--- config.mk ---
export PLATFORM = sky130hd
export DESIGN_NAME = tws_ctrl
export DESIGN_NICKNAME = d
export VERILOG_FILES = /design/src/sv/tws_pkg.sv /design/src/sv/tws_ctrl.sv
export SDC_FILE = /design/constraint.sdc
export NUM_CORES = 1
export LEC_CHECK = 0
export ABC_AREA = 1
export BUFFER_PORTS_ARGS = -buffer_cell sky130_fd_sc_hd__buf_2
export CORE_AREA = 10 10 47 49
export DETAILED_ROUTE_END_ITERATION = 10
export DIE_AREA = 0 0 57 59
export HOLD_SLACK_MARGIN = 0.1
export PLACE_DENSITY_LB_ADDON = 0.12
export SLEW_MARGIN = 20
export SYNTH_ARGS = -nofsm -noshare
export SYNTH_HDL_FRONTEND = slang
export SYNTH_SLANG_ARGS = --single-unit
--- constraint.sdc ---
create_clock -name clock -period 0.9 [get_ports clock]
set_input_delay 0.09 -clock clock [delete_from_list [all_inputs] [get_ports clock]]
set_output_delay 0.09 -clock clock [all_outputs]
set_load 0.05 [all_outputs]
--- src/sv/tws_pkg.sv ---
`timescale 1ns / 1ps
// ----------------------------------------------------------------------------
// Trie word store package
// Sizes, command codes and the control and status bundles shared by the
// controller, the datapath and the top level.
// ----------------------------------------------------------------------------
package tws_pkg;

   localparam int NODE_COUNT    = 1024;
   localparam int ALPHABET_SIZE = 26;
   localparam int NODE_BITS     = $clog2(NODE_COUNT);
   localparam int FREE_BITS     = NODE_BITS + 1;
   localparam int CMD_BITS      = 2;
   localparam int LETTER_BITS   = 5;

   localparam logic [CMD_BITS-1:0] CMD_INSERT = 2'd0;
   localparam logic [CMD_BITS-1:0] CMD_SEARCH = 2'd1;
   localparam logic [CMD_BITS-1:0] CMD_PREFIX = 2'd2;
   localparam logic [CMD_BITS-1:0] CMD_UNUSED = 2'd3;

   typedef logic [NODE_BITS-1:0] node_type;
   typedef logic [FREE_BITS-1:0] free_type;
   typedef node_type [ALPHABET_SIZE-1:0] row_type;

   typedef struct packed {
      logic init;
      logic capture;
      logic walk;
      logic alloc;
      logic finish;
   } ctrl_cmd_type;

   typedef struct packed {
      logic in_walk;
      logic in_last;
      logic item_last;
      logic need_alloc;
      logic out_free;
   } dp_stat_type;

endpackage

--- src/sv/tws_ctrl.sv ---
`timescale 1ns / 1ps
// ----------------------------------------------------------------------------
// Trie word store controller
// Sequences each request through row fetch, walk, node allocation and the
// end-of-word check, and drives the datapath through a command bundle.
// ----------------------------------------------------------------------------
module tws_ctrl (
   input  logic                  clock,
   input  logic                  reset,
   input  logic                  req_valid,
   output logic                  req_ready,
   input  tws_pkg::dp_stat_type  stat,
   output tws_pkg::ctrl_cmd_type cmd
);

   localparam logic [2:0] ST_INIT  = 3'd0;
   localparam logic [2:0] ST_IDLE  = 3'd1;
   localparam logic [2:0] ST_WALK  = 3'd2;
   localparam logic [2:0] ST_ALLOC = 3'd3;
   localparam logic [2:0] ST_CHECK = 3'd4;

   logic [2:0] state_ff;
   logic [2:0] state_in;

   always_comb begin
      state_in  = state_ff;
      cmd       = '0;
      req_ready = 1'b0;
      unique case (state_ff)
         ST_INIT: begin
            // The root is the only node that must be clean before the first word.
            cmd.init = 1'b1;
            state_in = ST_IDLE;
         end
         ST_IDLE: begin
            req_ready = 1'b1;
            if (req_valid) begin
               cmd.capture = 1'b1;
               if (stat.in_walk) begin
                  state_in = ST_WALK;
               end else if (stat.in_last) begin
                  state_in = ST_CHECK;
               end
            end
         end
         ST_WALK: begin
            cmd.walk = 1'b1;
            if (stat.need_alloc) begin
               state_in = ST_ALLOC;
            end else if (stat.item_last) begin
               state_in = ST_CHECK;
            end else begin
               state_in = ST_IDLE;
            end
         end
         ST_ALLOC: begin
            cmd.alloc = 1'b1;
            state_in  = stat.item_last ? ST_CHECK : ST_IDLE;
         end
         ST_CHECK: begin
            // Wait here until the result register can take the answer.
            if (stat.out_free) begin
               cmd.finish = 1'b1;
               state_in   = ST_IDLE;
            end
         end
         default: begin
            state_in = ST_INIT;
         end
      endcase
   end

   always_ff @(posedge clock) begin
      if (reset) begin
         state_ff <= ST_INIT;
      end else begin
         state_ff <= state_in;
      end
   end

endmodule

---- Word level (Yosys, flattened, before mapping) ----
Index checks and enable logic that the tools add are counted.
cells by class
  $add $sub $neg .......................... 0
  multipliers ............................. 0
  div/mod/pow operators ................... 0
  $lt $le $gt $ge ......................... 0
  equality and inequality tests ........... 7
  shift operators ......................... 0
  muxes and demuxes ....................... 15
  bitwise operators ....................... 0
  reduce and logical (&&, ||, !) cells .... 2
operators with widths
  operator                                                         number
  3-bit two-way mux                                                6
  3-bit one-hot mux with 5 select lines                            1
  1-bit two-way mux                                                8
  3-bit by 2-bit == test with 1-bit output, second input constant  2
  2-bit inequality test, second input constant                     2
  3-bit by 1-bit == test with 1-bit output, second input constant  1
  3-bit == test, second input constant                             1
  3-bit logical NOT                                                1
  3-bit inequality test, second input constant                     1
  3-bit AND reduction                                              1
word-level totals
  register bits after elaboration ......... 3
  latch bits .............................. 0
  memory bits (writable) .................. 0
  ROM bits ................................ 0
  output and inout port bits .............. 6
  word-level logic and storage cells ...... 25
  memories ................................ 0

---- Logic depth before layout (Yosys ltp) ----
Gate-level depths: netlist of the first run.
  depth after elaboration ................. 4
  mapped depth ............................ 7
  gate-level depth less buffers ........... 6

---- Worst setup path after synthesis of the first run ----
OpenSTA, ideal clock, no wires.
  path type ............................... flip-flop to flip-flop
  start ................................... reg state_ff[0]
  end ..................................... reg state_ff[0]
  library setup time ...................... 0.070 ns
  data arrival time ....................... 1.279 ns
  slack ................................... -0.448 ns
  stages on the path, launching flop included .. 8
  cell sequence ........................... dfxtp_1 > buf_4 > nand2_1 > nor2_2 > nand2_1 > nand3_1 > nand2_1 > a21oi_1
between the ends
  cells in the longest elaborated chain, start to end .. 3
RTL lines
  element                                                                           line            text
  from (decl)                                                                       tws_ctrl.sv:22  logic [2:0] state_ff;
  from (signal assigned)                                                            tws_ctrl.sv:77  state_ff <= state_in;
  3-bit by 1-bit == test with 1-bit output / 3-bit == test (equally long branches)  tws_ctrl.sv:29  unique case (state_ff)
  3-bit inequality test (no line) / 2-bit inequality test (equally long branches)   --
  3-bit AND reduction (no line)                                                     --
Parallel ways exist; a longest one is shown, timed or not.
A chain may end at the register's enable or synchronous reset.

==> results of run 1 <==
-- logic make-up after synthesis --
kind of cell,Yosys count,share of synthesized area (%)
AOI/OAI and AO/OA,3,6.10
buffers and inverters,12,18.3
DFF,3,22.5
and+or+nand+nor,32,53.0
-- per-layer routing --
layer  wire (um)  vias up
li1            -      197
met1         295      169
met2         539        3
met3          25        0
met4           0        0
met5           0        -
-- worst max path at each step --
stage / endpoint / slack [ns] / start / cells after the start
global route: cmd[0] / -0.31 / state_ff[1] / 4
CTS: cmd[2] / -0.25 / state_ff[1] / 5
global placement: state_ff[2] / -0.21 / state_ff[0] / 6
detailed placement: state_ff[2] / -0.22 / state_ff[0] / 6
floorplan: state_ff[2] / -0.25 / state_ff[0] / 7
finish: cmd[0] / -0.24 / state_ff[1] / 4
-- power breakdown --
part / switching, uW / internal, uW / leakage (uW)
sequential: 79.4 / 172 / 0.0000267
combinational: 447 / 326 / 0.000245
clock: 64.9 / 166 / 0.0000150
-- area by class of cell --
class	instances	area, um^2
timing repair buffer	20	180
sequential	3	71.3
fill	155	815
tap	16	20.0
clock buffer	4	26.3
multi-input combinational	35	241
inverter	11	47.5
-- worst min-delay path: stages --
cell and delay (ns):
buf_2 0.11, inv_1 0.07, o22ai_2 0.08, nand2_1 0.06, nor2_1 0.04
-- Yosys cell counts --
| cell | instances |
|---|---|
| dfxtp_1 | 3 |
| nand3_1 | 9 |
| nand2_1 | 12 |
| inv_2 | 1 |
| inv_1 | 10 |
| o22ai_1 | 1 |
| a21oi_1 | 2 |
| nor2_2 | 4 |
| nor2_1 | 7 |
| buf_4 | 1 |
-- what timing repair did --
| action | 4_1_cts | 5_1_grt |
|---|---|---|
| gates cloned | 0 | 0 |
| endpoints found under the setup margin | 9 | 9 |
| setup buffers | 3 | 0 |
| gates resized for setup | 33 | 6 |
| hold buffers | 1 | 0 |
| endpoints found under the hold margin | 3 | 0 |
| pin swaps | 7 | 3 |
-- through the flow --
step / std cells / hold slack (ns)
2_1_floorplan: 50 / 0.152
3_3_place_gp: 81 / 0.279
3_5_place_dp: 81 / 0.278
4_1_cts: 89 / 0.245
5_1_grt: 89 / 0.267
6_report: 89 / 0.251
==> results.md, run 1 <==
* Outcome: finished with violations
* Violated checks: negative setup slack
* Final setup fails at 9
* Synth-to-Final Area Change at 120%
* Largest registers: state_ff x3
* Post-layout util at 41.9%
* Hold path start: stat[1]
* Antenna diode count at 0
* Synth area leaders: dfxtp_1 (23%), nand3_1 (17%), nand2_1 (17%)
* Commonest non-fill, non-tap cell in the layout: nand2_1
* Worst path bufs/invs at 1
* Vias/cell at about 4.1
* Site Rows at 14
* Rel. slew slack at roughly 90%
* Most frequent CP cell: nor2_4
* Final hold violation count at 0
* Drt pass-1 iters at 4
* Unrepaired setup endpoints after global routing: yes
* First-pass GRT wire length at ~1600 um
* Hold endpoint: state_ff[1]
* Post-route DRC at 0
* Placed inst area at 403 um^2
* Worst VDD drop at around 0.0011 V
* Number of global-route vias before repair at roughly 400
* Yosys synthesis warning count at 0
* M2 GR Usage at roughly 11%
* P_leak at about 0.00029 uW
* Synth top area share at 22.5%
* PnR worst setup slack at -0.244 ns
* Clk Tree Root Cell: clkbuf_4
* Pre-CTS setup slack at -0.218 ns
* Clock slew at reported path FFs at 0.03 ns
* Mapped Nets at 58
* Cells on worst reg2reg path at 7
* Routability cong. at 0.727
* DRT iter0 DRCs at 2
* Clock sinks at 3
* Number of port buffers at 13
* R2R Setup Slk at -0.21 ns
* GRT busiest layer: met2
* Die area at 0.00336 mm^2
* CTS tree: built
* Syn avg cell area at about 5.3 um^2
* Syn Inst Count at 50
* Worst path cell trace: nor2_4, nand2_1, nor2_4, buf_8
* Core area at 0.00140 mm^2
* Final WL at between 800 and 900 um
* Max Clock Freq at 874 MHz
* Slowest CP cell: dfxtp_4
* NumNets Final at ~80
* Initial antenna violation count at 0
* Number of H-tree levels at 1
* DP HPWL at between 600 and 700 um
* Unique masters post-synth at 10
* Slew @ Worst Pin at between 0.15 and 0.2 ns
* Sequential share of the synthesized area at 22.5%
* Total power at ~1300 uW
* Post-detailed-route count of antenna-violating nets at 0
* Global Route met3 Usage at between 2 and 2.5%
* GR Overflow Total at 0
* Tmin final at 1.14 ns
* Die Wd at 57 um
* Share of cells above drive strength 1 at between 60% and 70%
* Setup_tns at -1.89 ns
* CP delay by family, top: flip-flops
* Largest net degree at the start of global routing at 9
* Vias at approximately 370
* Worst Path Required at slightly above 0.8 ns
* Kind of critical path: reg2out
* Crit share post-route at 127%
* Worst r2r src: state_ff[1]
* Worst setup EP type: output port
* Final Max Slew Viols at 0
* Final instance area at 587 um^2
* Synthesized flop and latch total at 3
* WHS Path Cells at 5
* Mapped cell area at roughly 270 um^2
* Largest area contributor in the netlist: dfxtp_1
* TritonCTS buffer count at 3
* Most frequent cells in the layout: nand2_1 (8), nor2_4 (7), nand3_1 (7), buf_2 (7), inv_1 (6)
* Clk Latency, worst-skew pair at between 0.2 and 0.25 ns
* Global Route met1 Usage at under 10%
* R2r endpoint: state_ff[2]
* CP startpoint kind: flop
* Worst hold-check path type: in2reg
* Number of flip-flops in the largest register at 3
* Final Skew at between 0.001 and 0.0015 ns
* # Max-Cap Violations at 0
* DIE HEIGHT at 59 um
* Total GRT Usage at around 5.8%
* Bufs on Longest Clock Path at 2
* CP max FO at 4
* Slowest stage delay, CP at 0.37 ns
* Routed wire length per instance at approximately 9.7 um
* Initial Utilization at 19.0%
* Crit path arrival time at ~1.1 ns
* Pwr per Cell Area at approximately 2100 mW/mm^2
* Largest Register: state_ff
* Ports at 14
Note: power is estimated with default switching activity, not from simulation.
==> run 2: changes to the inputs <==
==> constraint.sdc (replaced) <==
create_clock -name clock -period 0.9 [get_ports clock]
set_input_delay 0.135 -clock clock [delete_from_list [all_inputs] [get_ports clock]]
set_output_delay 0.135 -clock clock [all_outputs]
set_load 0.05 [all_outputs]
==> results.md, run 2 (same netlist as run 1, synthesis figures left out) <==
* Outcome: finished with violations
* Violated checks: negative setup slack
* CP max FO at 5 (+1)
* Ports at 14 (unchanged)
* First-pass GRT wire length at 1630 um (+4.9%)
* Max Clock Freq at 834 MHz (-4.6%)
* Bufs on Longest Clock Path at 2 (unchanged)
* TritonCTS buffer count at 3 (unchanged)
* Slew @ Worst Pin at 0.156 ns (+0.00141 ns)
* Post-detailed-route count of antenna-violating nets at 0 (unchanged)
* Kind of critical path: reg2out
* Number of H-tree levels at 1 (unchanged)
* Vias at 387 (+4.9%)
* Fillers at 149 (-3.9%)
* Site Rows at 14 (unchanged)
* Pwr per Cell Area at 2140 mW/mm^2 (+0.20%)
* Most frequent cells in the layout: buf_4 (9), nand2_1 (8)
* Final Skew at 0.000506 ns (-0.000584 ns)
* R2R Setup Slk at -0.22 ns (about the same)
* Core area at 0.00140 mm^2 (unchanged)
* Number of global-route vias before repair at 410 (+0.49%)
* Largest net degree at the start of global routing at 7 (-2)
* Vias/cell at 4.16 (+0.37%)
* Routability cong. at 0.729 (+0.29%)
* Clk Latency, worst-skew pair at 0.23 ns (about the same)
* Crit share post-route at 133% (+6.1 points)
* Non-Filler Instances at 93 (+4.5%)
* DP HPWL at 690 um (+2.5%)
* Cells on worst reg2reg path at 8 (+1)
* Worst setup EP type: output port
* Commonest non-fill, non-tap cell in the layout: buf_4
* Antenna diode count at 0 (unchanged)
* Clk Tree Root Cell: clkbuf_4
* Final Max Slew Viols at 0 (unchanged)
* Dpl cells at 83 (+2.5%)
* # Max-Cap Violations at 0 (unchanged)
* Setup crit start: state_ff[2]
* Initial antenna violation count at 0 (unchanged)
* Hold endpoint: state_ff[2]
* Hold path start: stat[2]
* Final hold violation count at 0 (unchanged)
* Largest registers: state_ff x3
* CP startpoint kind: flop
* Number of flip-flops in the largest register at 3 (unchanged)
* Worst r2r src: state_ff[1]
* Final setup fails at 9 (unchanged)
* Rel. slew slack at 89.6% (-0.094 points)
* Clock slew at reported path FFs at 0.04 ns (about the same)
* Synth-to-Final Area Change at 134%
* DIE HEIGHT at 59 um (unchanged)
* Die area at 0.00336 mm^2 (unchanged)
* P_leak at 0.000309 uW (+7.8%)
* Post-route DRC at 0 (unchanged)
* Tmin final at 1.20 ns (+0.0548 ns)
* PnR worst setup slack at -0.298 ns (-0.0548 ns)
* Number of port buffers at 13 (unchanged)
* Routed wire length per instance at 9.59 um (-0.86%)
* WHS Path Cells at 5 (unchanged)
* Crit path arrival time at 1.06 ns (about the same)
* Setup_tns at -2.24 ns (-0.347 ns)
* Worst hold-check path type: in2reg
* DRT iter0 DRCs at 1 (-1)
* Hold slack at 0.285 ns (+0.0346 ns)
* Drt pass-1 iters at 2 (-2)
* Worst Path Required at 0.76 ns (-0.05 ns)
* Share of cells above drive strength 1 at 63.6% (-0.75 points)
* Initial Utilization at 19.0% (unchanged)
* GR Overflow Total at 0 (unchanged)
* CTS tree: built
* NumNets Final at 86 (+4.9%)
* Final WL at 892 um (+3.6%)
* Total GRT Usage at 6.00% (+0.17 points)
* R2r endpoint: state_ff[0]
* Die Wd at 57 um (unchanged)
* Unrepaired setup endpoints after global routing: yes
* Clock sinks at 3 (unchanged)
* Largest Register: state_ff
* Worst VDD drop at 0.000894 V (-20%)
run 2: cell types whose count changed in the layout (fill, tap and decap cells not counted), sizes merged:
| cell | previous run | this run |
|---|---|---|
| buf | 19 | 23 |
run 2: critical path, cell delays in order, from the launching register on:
cell and delay [ns]:
dfxtp_4 0.36, nor2_4 0.14, nand2_4 0.08, nor2_4 0.10
buf_8 0.15
run 2: through the flow:
step / total power (uW) / util (%) / worst slack [ns] / area, um^2
global route: 1440 / 44.5 / -0.360 / 623
finish: 1330 / 44.5 / -0.298 / 623
detailed placement: 796 / 29.8 / -0.218 / 418
CTS: 1290 / 42.2 / -0.302 / 592
global placement: 799 / 29.8 / -0.216 / 418
floorplan: 662 / - / -0.248 / 307
run 2: layout make-up:
| cell class | instances | area [um^2] | area share, % |
|---|---|---|---|
| repair buffers | 24 | 210 | 33.7 |
| well taps | 16 | 20.0 | 3.21 |
| flip-flops and latches | 3 | 71.3 | 11.4 |
| multi-input cells | 35 | 250 | 40.2 |
| inverters | 11 | 45.0 | 7.23 |
| clock buffers | 4 | 26.3 | 4.22 |
run 2: worst max-delay path by stage:
stage / to / slack (ns) / cells past startpoint
3_3_place_gp: cmd[3] / -0.22 / 4
4_1_cts: cmd[0] / -0.30 / 4
3_5_place_dp: cmd[3] / -0.22 / 4
6_report: cmd[3] / -0.30 / 4
5_1_grt: cmd[4] / -0.36 / 4
2_1_floorplan: state_ff[2] / -0.25 / 7
run 2: what timing repair did:
action / in CTS / in global routing
setup buffers: 5 / 0
hold buffers: 1 / 0
pin swaps: 3 / 3
endpoints found under the hold margin: 3 / 0
resized for setup: 30 / 8
endpoints found under the setup margin: 9 / 9
run 2: power by group:
part,total [uW],leakage (uW),internal (uW),switching [uW]
Clock,237,0.0000150,166,71.1
Combinational,859,0.000267,380,478
Sequential,239,0.0000267,171,67.3
run 2: routing by layer:
| layer | track usage (%) | up-vias | wire length, um |
|---|---|---|---|
| met2 | 10.7 | 3 | 524 |
| met4 | 5.03 | 0 | 0 |
| met3 | 1.72 | 0 | 27 |
| met1 | 5.56 | 178 | 340 |
| li1 | - | 206 | - |
| met5 | 0 | - | 0 |
